### src/hdl/usd_pkg.sv
`default_nettype none
// ============================================================================
// usd_pkg
// Shared types, constants and the 7-segment table of the stepped duty block.
// ============================================================================
package usd_pkg;

    localparam int DEF_QUEUE_DEPTH = 2;

    localparam logic [7:0]  CHAR_PLUS    = 8'h2B;
    localparam logic [7:0]  CHAR_MINUS   = 8'h2D;

    localparam logic [6:0]  DUTY_STEP    = 7'd5;
    localparam logic [6:0]  DUTY_MIN     = 7'd5;
    localparam logic [6:0]  DUTY_MAX     = 7'd95;
    localparam logic [6:0]  DUTY_RESET   = 7'd50;

    localparam logic [15:0] PERIOD_RESET = 16'd49999;

    // floor(x / 100) == (x * RECIP_100) >> RECIP_SHIFT for x < 2^23
    localparam int          RECIP_SHIFT  = 30;
    localparam logic [23:0] RECIP_100    = 24'd10737419;

    // byte 0 of the register map
    localparam logic        REG_PWM_PERIOD = 1'b0;

    typedef struct packed {
        logic tick;
        logic plus;
        logic minus;
    } item_t;

    typedef struct packed {
        logic [6:0] duty;
        logic       err;
        logic [6:0] seg;
        logic       high;
    } disp_t;

    function automatic logic [6:0] seg_code(input logic [3:0] digit);
        logic [6:0] code;
        case (digit)
            4'h0: code = 7'h3F;
            4'h1: code = 7'h06;
            4'h2: code = 7'h5B;
            4'h3: code = 7'h4F;
            4'h4: code = 7'h66;
            4'h5: code = 7'h6D;
            4'h6: code = 7'h7D;
            4'h7: code = 7'h07;
            4'h8: code = 7'h7F;
            4'h9: code = 7'h6F;
            4'hA: code = 7'h77;
            4'hB: code = 7'h7C;
            4'hC: code = 7'h39;
            4'hD: code = 7'h5E;
            4'hE: code = 7'h79;
            4'hF: code = 7'h71;
            default: code = 7'h00;
        endcase
        return code;
    endfunction

endpackage
`default_nettype wire

### src/hdl/usd_front.sv
`default_nettype none
// ============================================================================
// usd_front
// Input side: takes stream transfers and decodes them into queue entries.
// ============================================================================
module usd_front (
    input  wire logic         s_tvalid,
    output logic              s_tready,
    input  wire logic [7:0]   s_tdata,   // rx_byte
    input  wire logic         s_tuser,   // cmd
    input  wire logic         q_full,
    output logic              q_push,
    output usd_pkg::item_t    q_item
);
    import usd_pkg::*;

    assign s_tready = !q_full;
    assign q_push   = s_tvalid && !q_full;

    always_comb begin
        q_item.tick  = s_tuser;
        q_item.plus  = !s_tuser && (s_tdata == CHAR_PLUS);
        q_item.minus = !s_tuser && (s_tdata == CHAR_MINUS);
    end

endmodule
`default_nettype wire

### src/hdl/usd_queue.sv
`default_nettype none
// ============================================================================
// usd_queue
// Small FIFO of decoded items between the front and back sections.
// ============================================================================
module usd_queue #(
    parameter int DEPTH = usd_pkg::DEF_QUEUE_DEPTH
) (
    input  wire logic         aclk,
    input  wire logic         aresetn,
    input  wire logic         push,
    input  usd_pkg::item_t    push_item,
    output logic              full,
    input  wire logic         pop,
    output usd_pkg::item_t    pop_item,
    output logic              empty
);
    import usd_pkg::*;

    localparam int PW = (DEPTH > 1) ? $clog2(DEPTH) : 1;
    localparam int CW = $clog2(DEPTH + 1);
    localparam logic [PW-1:0] LAST = PW'(DEPTH - 1);
    localparam logic [CW-1:0] FULL_COUNT = CW'(DEPTH);

    item_t          mem [DEPTH];
    logic [PW-1:0]  wr_ptr_reg, wr_ptr_next;
    logic [PW-1:0]  rd_ptr_reg, rd_ptr_next;
    logic [CW-1:0]  count_reg, count_next;
    logic           do_push, do_pop;

    assign full     = (count_reg == FULL_COUNT);
    assign empty    = (count_reg == '0);
    assign do_push  = push && !full;
    assign do_pop   = pop && !empty;
    assign pop_item = mem[rd_ptr_reg];

    always_comb begin
        wr_ptr_next = wr_ptr_reg;
        rd_ptr_next = rd_ptr_reg;
        count_next  = count_reg;
        if (do_push) begin
            wr_ptr_next = (wr_ptr_reg == LAST) ? '0 : wr_ptr_reg + PW'(1);
        end
        if (do_pop) begin
            rd_ptr_next = (rd_ptr_reg == LAST) ? '0 : rd_ptr_reg + PW'(1);
        end
        if (do_push && !do_pop) begin
            count_next = count_reg + CW'(1);
        end else if (do_pop && !do_push) begin
            count_next = count_reg - CW'(1);
        end
    end

    always_ff @(posedge aclk) begin
        if (!aresetn) begin
            wr_ptr_reg <= '0;
            rd_ptr_reg <= '0;
            count_reg  <= '0;
        end else begin
            wr_ptr_reg <= wr_ptr_next;
            rd_ptr_reg <= rd_ptr_next;
            count_reg  <= count_next;
        end
    end

    always_ff @(posedge aclk) begin
        if (do_push) begin
            mem[wr_ptr_reg] <= push_item;
        end
    end

endmodule
`default_nettype wire

### src/hdl/usd_back.sv
`default_nettype none
// ============================================================================
// usd_back
// Execution side: duty and display state, compare scaling, output register.
// ============================================================================
module usd_back (
    input  wire logic         aclk,
    input  wire logic         aresetn,
    input  wire logic [15:0]  pwm_period,
    input  usd_pkg::item_t    q_item,
    input  wire logic         q_empty,
    output logic              q_pop,
    output logic              m_tvalid,
    input  wire logic         m_tready,
    output logic [39:0]       m_tdata
);
    import usd_pkg::*;

    logic           adv;

    logic [6:0]     duty_reg, duty_next;
    logic           show_high_next_reg, show_high_next_next;
    logic [6:0]     shown_pattern_reg, shown_pattern_next;
    logic           shown_high_reg, shown_high_next;
    logic           err;

    logic [14:0]    tens_prod;
    logic [3:0]     tens, units;
    logic [6:0]     tens_x10;

    logic           s1_valid_reg;
    disp_t          s1_reg;
    logic           s2_valid_reg;
    disp_t          s2_reg;
    logic [23:0]    s2_prod_reg;
    logic [47:0]    quot_prod;

    logic           out_valid_reg;
    disp_t          out_reg;
    logic [16:0]    out_cmp_reg;

    assign adv   = !out_valid_reg || m_tready;
    assign q_pop = adv && !q_empty;

    assign tens_prod = 15'(duty_reg) * 15'd205;
    assign tens      = tens_prod[14:11];
    assign tens_x10  = 7'({tens, 3'b000}) + 7'({tens, 1'b0});
    assign units     = 4'(duty_reg - tens_x10);

    always_comb begin
        duty_next           = duty_reg;
        show_high_next_next = show_high_next_reg;
        shown_pattern_next  = shown_pattern_reg;
        shown_high_next     = shown_high_reg;
        err                 = 1'b0;
        if (q_item.tick) begin
            shown_pattern_next  = show_high_next_reg ? seg_code(tens) : seg_code(units);
            shown_high_next     = show_high_next_reg;
            show_high_next_next = !show_high_next_reg;
        end else if (q_item.plus) begin
            if (duty_reg >= DUTY_MAX) begin
                err = 1'b1;
            end else begin
                duty_next = duty_reg + DUTY_STEP;
            end
        end else if (q_item.minus) begin
            if (duty_reg <= DUTY_MIN) begin
                err = 1'b1;
            end else begin
                duty_next = duty_reg - DUTY_STEP;
            end
        end
    end

    always_ff @(posedge aclk) begin
        if (!aresetn) begin
            duty_reg           <= DUTY_RESET;
            show_high_next_reg <= 1'b1;
            shown_pattern_reg  <= '0;
            shown_high_reg     <= 1'b0;
        end else if (q_pop) begin
            duty_reg           <= duty_next;
            show_high_next_reg <= show_high_next_next;
            shown_pattern_reg  <= shown_pattern_next;
            shown_high_reg     <= shown_high_next;
        end
    end

    always_ff @(posedge aclk) begin
        if (!aresetn) begin
            s1_valid_reg  <= 1'b0;
            s2_valid_reg  <= 1'b0;
            out_valid_reg <= 1'b0;
        end else if (adv) begin
            s1_valid_reg  <= !q_empty;
            s2_valid_reg  <= s1_valid_reg;
            out_valid_reg <= s2_valid_reg;
        end
    end

    assign quot_prod = 48'(s2_prod_reg) * 48'(RECIP_100);

    always_ff @(posedge aclk) begin
        if (adv) begin
            s1_reg.duty <= duty_next;
            s1_reg.err  <= err;
            s1_reg.seg  <= shown_pattern_next;
            s1_reg.high <= shown_high_next;
            s2_reg      <= s1_reg;
            s2_prod_reg <= 24'(17'(pwm_period) + 17'd1) * 24'(s1_reg.duty);
            out_reg     <= s2_reg;
            out_cmp_reg <= quot_prod[RECIP_SHIFT +: 17];
        end
    end

    assign m_tvalid = out_valid_reg;
    assign m_tdata  = {7'b0, out_reg.high, out_reg.seg, out_reg.err,
                       out_cmp_reg, out_reg.duty};

endmodule
`default_nettype wire

### src/hdl/uart_stepped_duty_with_bcd_display.sv
`default_nettype none
// ============================================================================
// uart_stepped_duty_with_bcd_display
// Stepped PWM duty control from serial commands with a two-digit display.
// ----------------------------------------------------------------------------
// Input stream: s_tuser = 0 carries a received byte in s_tdata ('+' raises
// the duty by 5, '-' lowers it by 5, within 5..95, others change nothing);
// s_tuser = 1 is a display tick that drives the next digit, tens first.
// Every input transfer yields exactly one output transfer carrying the
// duty, the compare value (period+1)*duty/100, the range error flag and
// the currently driven segment code and digit select.
// Throughput is one transfer per cycle unless m_tready stalls the output.
// The transfer writes the queue; the popped entry then passes the state
// update into s1, the period multiply into s2, and the reciprocal multiply
// that divides by 100 into the output register.
// A two-entry queue decouples input from the execution pipeline; when
// m_tready is low the pipeline holds, the queue fills and s_tready drops.
// Reset sets duty 50, period 49999, a blank display with the tens digit
// next, and empties the queue and pipeline. APB writes at byte 0 set the
// period and must be made only while the block is idle (not enforced).
// ============================================================================
module uart_stepped_duty_with_bcd_display #(
    parameter int QUEUE_DEPTH = usd_pkg::DEF_QUEUE_DEPTH
) (
    input  wire logic         aclk,
    input  wire logic         aresetn,
    input  wire logic         s_tvalid,
    output logic              s_tready,
    input  wire logic [7:0]   s_tdata,   // [7:0] rx_byte
    input  wire logic         s_tuser,   // [0] cmd
    output logic              m_tvalid,
    input  wire logic         m_tready,
    // [6:0] duty_percent, [23:7] pwm_compare, [24] range_error,
    // [31:25] segment_pattern, [32] digit_high_on, [39:33] zero
    output logic [39:0]       m_tdata,
    input  wire logic         psel,
    input  wire logic         penable,
    input  wire logic         pwrite,
    input  wire logic [2:0]   paddr,
    input  wire logic [31:0]  pwdata,
    output logic [31:0]       prdata,
    output logic              pready
);
    import usd_pkg::*;

    logic [15:0]  pwm_period_reg;
    logic         q_push, q_pop, q_full, q_empty;
    item_t        push_item, pop_item;

    assign pready = 1'b1;
    assign prdata = (paddr[2] == REG_PWM_PERIOD) ? {16'b0, pwm_period_reg} : 32'b0;

    always_ff @(posedge aclk) begin
        if (!aresetn) begin
            pwm_period_reg <= PERIOD_RESET;
        end else if (psel && penable && pwrite && pready && paddr[2] == REG_PWM_PERIOD) begin
            pwm_period_reg <= pwdata[15:0];
        end
    end

    usd_front u_front (
        .s_tvalid (s_tvalid),
        .s_tready (s_tready),
        .s_tdata  (s_tdata),
        .s_tuser  (s_tuser),
        .q_full   (q_full),
        .q_push   (q_push),
        .q_item   (push_item)
    );

    usd_queue #(
        .DEPTH (QUEUE_DEPTH)
    ) u_queue (
        .aclk      (aclk),
        .aresetn   (aresetn),
        .push      (q_push),
        .push_item (push_item),
        .full      (q_full),
        .pop       (q_pop),
        .pop_item  (pop_item),
        .empty     (q_empty)
    );

    usd_back u_back (
        .aclk       (aclk),
        .aresetn    (aresetn),
        .pwm_period (pwm_period_reg),
        .q_item     (pop_item),
        .q_empty    (q_empty),
        .q_pop      (q_pop),
        .m_tvalid   (m_tvalid),
        .m_tready   (m_tready),
        .m_tdata    (m_tdata)
    );

endmodule
`default_nettype wire

### config.mk
export PLATFORM = sky130hd
export DESIGN_NAME = uart_stepped_duty_with_bcd_display
export DESIGN_NICKNAME = d
export VERILOG_FILES = /design/src/hdl/usd_pkg.sv /design/src/hdl/usd_front.sv /design/src/hdl/usd_queue.sv /design/src/hdl/usd_back.sv /design/src/hdl/uart_stepped_duty_with_bcd_display.sv
export SDC_FILE = /design/constraint.sdc
export NUM_CORES = 1
export LEC_CHECK = 0
export ABC_AREA = 1
export ABC_CLOCK_PERIOD_IN_PS = 8400
export BUFFER_PORTS_ARGS = -buffer_cell sky130_fd_sc_hd__buf_2
export CAP_MARGIN = 5
export CELL_PAD_IN_SITES_DETAIL_PLACEMENT = 1
export CELL_PAD_IN_SITES_GLOBAL_PLACEMENT = 1
export CORE_MARGIN = 8
export CORE_UTILIZATION = 50
export DETAILED_ROUTE_END_ITERATION = 6
export PLACE_DENSITY = 0.95
export SYNTH_ARGS = -nofsm -noshare
export SYNTH_HDL_FRONTEND = slang
export SYNTH_SLANG_ARGS = --single-unit
export TNS_END_PERCENT = 30
### constraint.sdc
create_clock -name aclk -period 8.4 [get_ports aclk]
set_clock_uncertainty 0.15 [all_clocks]
set_input_delay 2.52 -clock aclk [delete_from_list [all_inputs] [get_ports aclk]]
set_output_delay 2.52 -clock aclk [all_outputs]
set_load 0.02 [all_outputs]
==> flow_results.org <==
** Status
- Run status :: finished, final reports clean

** Floorplanning
- The floorplan step defined a core boundary enclosing about 43000 µm².
- Die extent in x :: approximately 230 µm
- The die is roughly 230 µm tall.
- Pin placement for this block handled 126 I/O pins.
- Std cell rows :: 76
- Once the floorplan was initialized, standard cells occupied between 50% and 60% of the core.
- The die covers 50700 µm².

** Run
- Total of max-cap violations :: 0

** Critical path
- STA classifies the critical path startpoint as a flop.
- Largest delay share family, worst path :: adder cells
- STA classifies the critical path endpoint as a flop.
- Minimum setup slack among reg-to-reg paths :: 1.22 ns
- Along the worst path, the maximum fanout reaches 9.
- Number of buffer and inverter instances along the worst setup path :: 4
- The largest individual stage delay along the critical path comes from the cell sky130_fd_sc_hd__edfxtp_1.
- The cell that appears most often on the critical path is sky130_fd_sc_hd__fa_1.
- The worst register-to-register path has a depth of 22.
- The signal on the critical path passes through inv_1, fa_1, inv_1, ha_1, inv_1, fa_1, inv_1, fa_1, fa_1, fa_1, ha_1, ha_1, nand2_1, nor2_1, nand2_1, nor4_1, nand3_1, nand3_1, a21o_1, nand2_1, nand3_1, nand2_1.
- Reg2reg end :: u_back.out_cmp_reg[13]
- Startpoint of the worst register-to-register path :: u_back.s2_prod_reg[15]
- Critical Path Max Stage Delay :: around 0.80 ns
- Critical Setup Path Class :: reg -> reg
- At the worst endpoint, the required time is about 8.5 ns.
- Crit path arrival time :: 7.28 ns
- The critical path starts at u_back.s2_prod_reg[15].
- The critical path runs through a total of 22 cells.

** Final layout
- The register with the most flip-flops in the layout has 24 of them.
- Across the whole layout, storage elements account for ~3700 µm².
- Area of the multi-input gates :: 15600 µm²
- From synthesis to final layout, the design area changed by 7.30%.
- The repair_antennas step left the layout with diodes totalling 0.
- Final-layout fill cell count :: approximately 5100
- After the flow finishes, the layout carries non-filler instances totaling 3142.
- Fraction of layout instances using a drive strength above 1 :: around 5.6%
- At the end of the flow the core is filled with cells to between 50% and 60%.
- For this run, the post-layout net count is 3283.

** Timing
- Setup repair after global routing missed its margin :: no
- Setup violations remaining at the end of the flow were counted as 0.
- Number of endpoints with negative hold slack in the final report :: 0
- Actual slew at the worst max-slew pin :: around 1.1 ns
- The smallest clock period supported by the final layout is computed as 7.18 ns.
- Setup total negative slack on the finished layout was measured at 0 ns.
- Fmax :: 139 MHz
- The final max-slew violation count is 0.
- In this run the tightest slew margin relative to its limit is 27.3%.
- After layout, the worst path uses between 80% and 90% of the clock period.

** Global routing
- The initial antenna violation count is 0.
- Summed over all layers, the global routing overflow is 0.
- Combined global-route utilization of all metal layers :: between 20% and 30%
- The first global-routing pass estimated 111000 µm of wire.
- Entering global routing, the biggest net connects 81 pins.
- The number of global-route vias before repair is 20667.

** Clocking
- Clock-pin slew was measured on the worst setup and hold paths at 0.07 ns.
- Inserted Clock Buffers :: 17
- In this run the clock root is driven by a sky130_fd_sc_hd__clkbuf_16.
- Number of sinks on the clock net :: ~140
- Buffer levels on the longest clock path :: 2
- At the later pin of the worst-skew pair, clock insertion delay measures between 0.4 and 0.5 ns.
- TritonCTS built the clock tree.
- Hold-fix buffer count after cts :: 0
- In this run, post-CTS repair resized a total of 0 instances.
- The H-tree was split into 4 levels.
- The number of setup buffers added after CTS is 0.

** Yosys
- During synthesis, Yosys emitted a total of 0 warnings.
- Sequential fraction of the synthesis area :: between 10% and 20%
- The cell count after synthesis came out at ~2500.
- The share of synthesized area in the top cell type comes to approximately 28%.
- The synthesized design spends more area on one cell type than any other, namely sky130_fd_sc_hd__fa_1.
- Primary FF master, synth :: sky130_fd_sc_hd__edfxtp_1
- Post-synthesis area per instance :: slightly below 9 µm²
- The cell area that synthesis handed to floorplanning was roughly 22000 µm².
- The synthesized design contains 95 enable-type register cells.
- Ranking of synthesized cells by area :: sky130_fd_sc_hd__fa_1, sky130_fd_sc_hd__ha_1, sky130_fd_sc_hd__edfxtp_1
- Proportion of synthesized flip-flops having asynchronous set or reset :: 0%
- Synthesis inferred 135 register bits.
- The number of different library cells used by synthesis comes to 50.
- Sorting the synthesized cells by how often they occur yields sky130_fd_sc_hd__inv_1, sky130_fd_sc_hd__ha_1, sky130_fd_sc_hd__fa_1.
- sky130_fd_sc_hd__inv_1 is the most common cell in the netlist.

** Worst hold path
- Endpoint of the worst hold path :: u_back.m_tdata[30]
- Launch instance of the worst min-delay path :: u_back.s2_reg[6]
- Hold Path Class :: reg -> reg
- Worst hold path cell count :: 0

** Place
- At the end of routability-driven placement, the weighted congestion stood at between 0.9 and 1.
- IO buf count :: 83
- The HPWL after detailed placement is 58500 µm.
- The number of placed instances, taps included, is slightly above 3000.

** Routing
- Violation count after the first detailed-route iteration :: approximately 890
- Average wire per cell in the routed design :: about 23 µm
- The first detailed-routing pass ran for 7 iterations.
- The final layout contains routed wiring with a total length of 70900 µm.
- Antenna-violating nets left :: 0
- In the routed layout, each cell is associated on average with a via count of 5.57.
- DRC :: 0
- Via total after detailed routing :: roughly 17000
## cell type report
class                   instances  share of cell area (%)
inverters                     665                    10.6
repair buffers                 86                    1.86
flip-flops and latches        135                    15.6
clock buffers                  22                    2.21
well taps                     585                    3.12
clock inverters                10                   0.346
multi-input cells            1639                    66.3
## worst max path at each step
stage | end | slack (ns)
3_3_place_gp | u_back.out_cmp_reg[13] | 1.81
3_5_place_dp | u_back.out_cmp_reg[13] | 1.49
4_1_cts | u_back.out_cmp_reg[13] | 1.43
5_1_grt | u_back.out_cmp_reg[13] | 1.08
2_1_floorplan | prdata[10] | 2.53
6_report | u_back.out_cmp_reg[13] | 1.22
## layer usage
metal / up-vias / global-route usage (%) / part of all wire, %
li1: 7761 / - / -
met1: 8841 / 28.3 / 36
met2: 582 / 53.7 / 53
met3: 303 / 5.43 / 4.5
met4: 0 / 18.1 / 6.5
met5: - / 0 / 0
## kinds of logic (layout without fill, tap and decap cells)
logic type / after synthesis / count (layout) / synth area share, %
flip-flops: 135 / 135 / 16.7
XOR/XNOR: 59 / 59 / 2.43
AO/OA/AOI/OAI: 254 / 254 / 6.61
other: 2 / 24 / 0.0343
buffers and inverters: 709 / 783 / 12.6
AND/OR/NAND/NOR: 614 / 614 / 11.8
adder cells (fa/ha/maj): 688 / 688 / 49.8
## cell usage in the layout (no fill, tap or decap), drive strengths merged, types with 19 or more instances in the layout
cell      n
inv     663
ha      382
fa      306
nand2   300
nor2    194
a21oi   102
edfxtp   95
buf      86
o21ai    78
nand3    68
xor2     45
dfxtp    40
conb     24
clkbuf   22
nand4    20
o211ai   19
## through the flow
stage	hold slack, ns	setup slack [ns]	area (µm²)
after global routing	0.274	1.08	23500
after global placement	0.252	1.81	22900
after CTS	0.265	1.43	23500
after detailed placement	0.256	1.49	22900
after floorplan	0.250	2.53	22000
final	0.266	1.22	23500
Power is not shown: default switching activity piles up to over one toggle a cycle in this logic, so the estimate is an artifact.
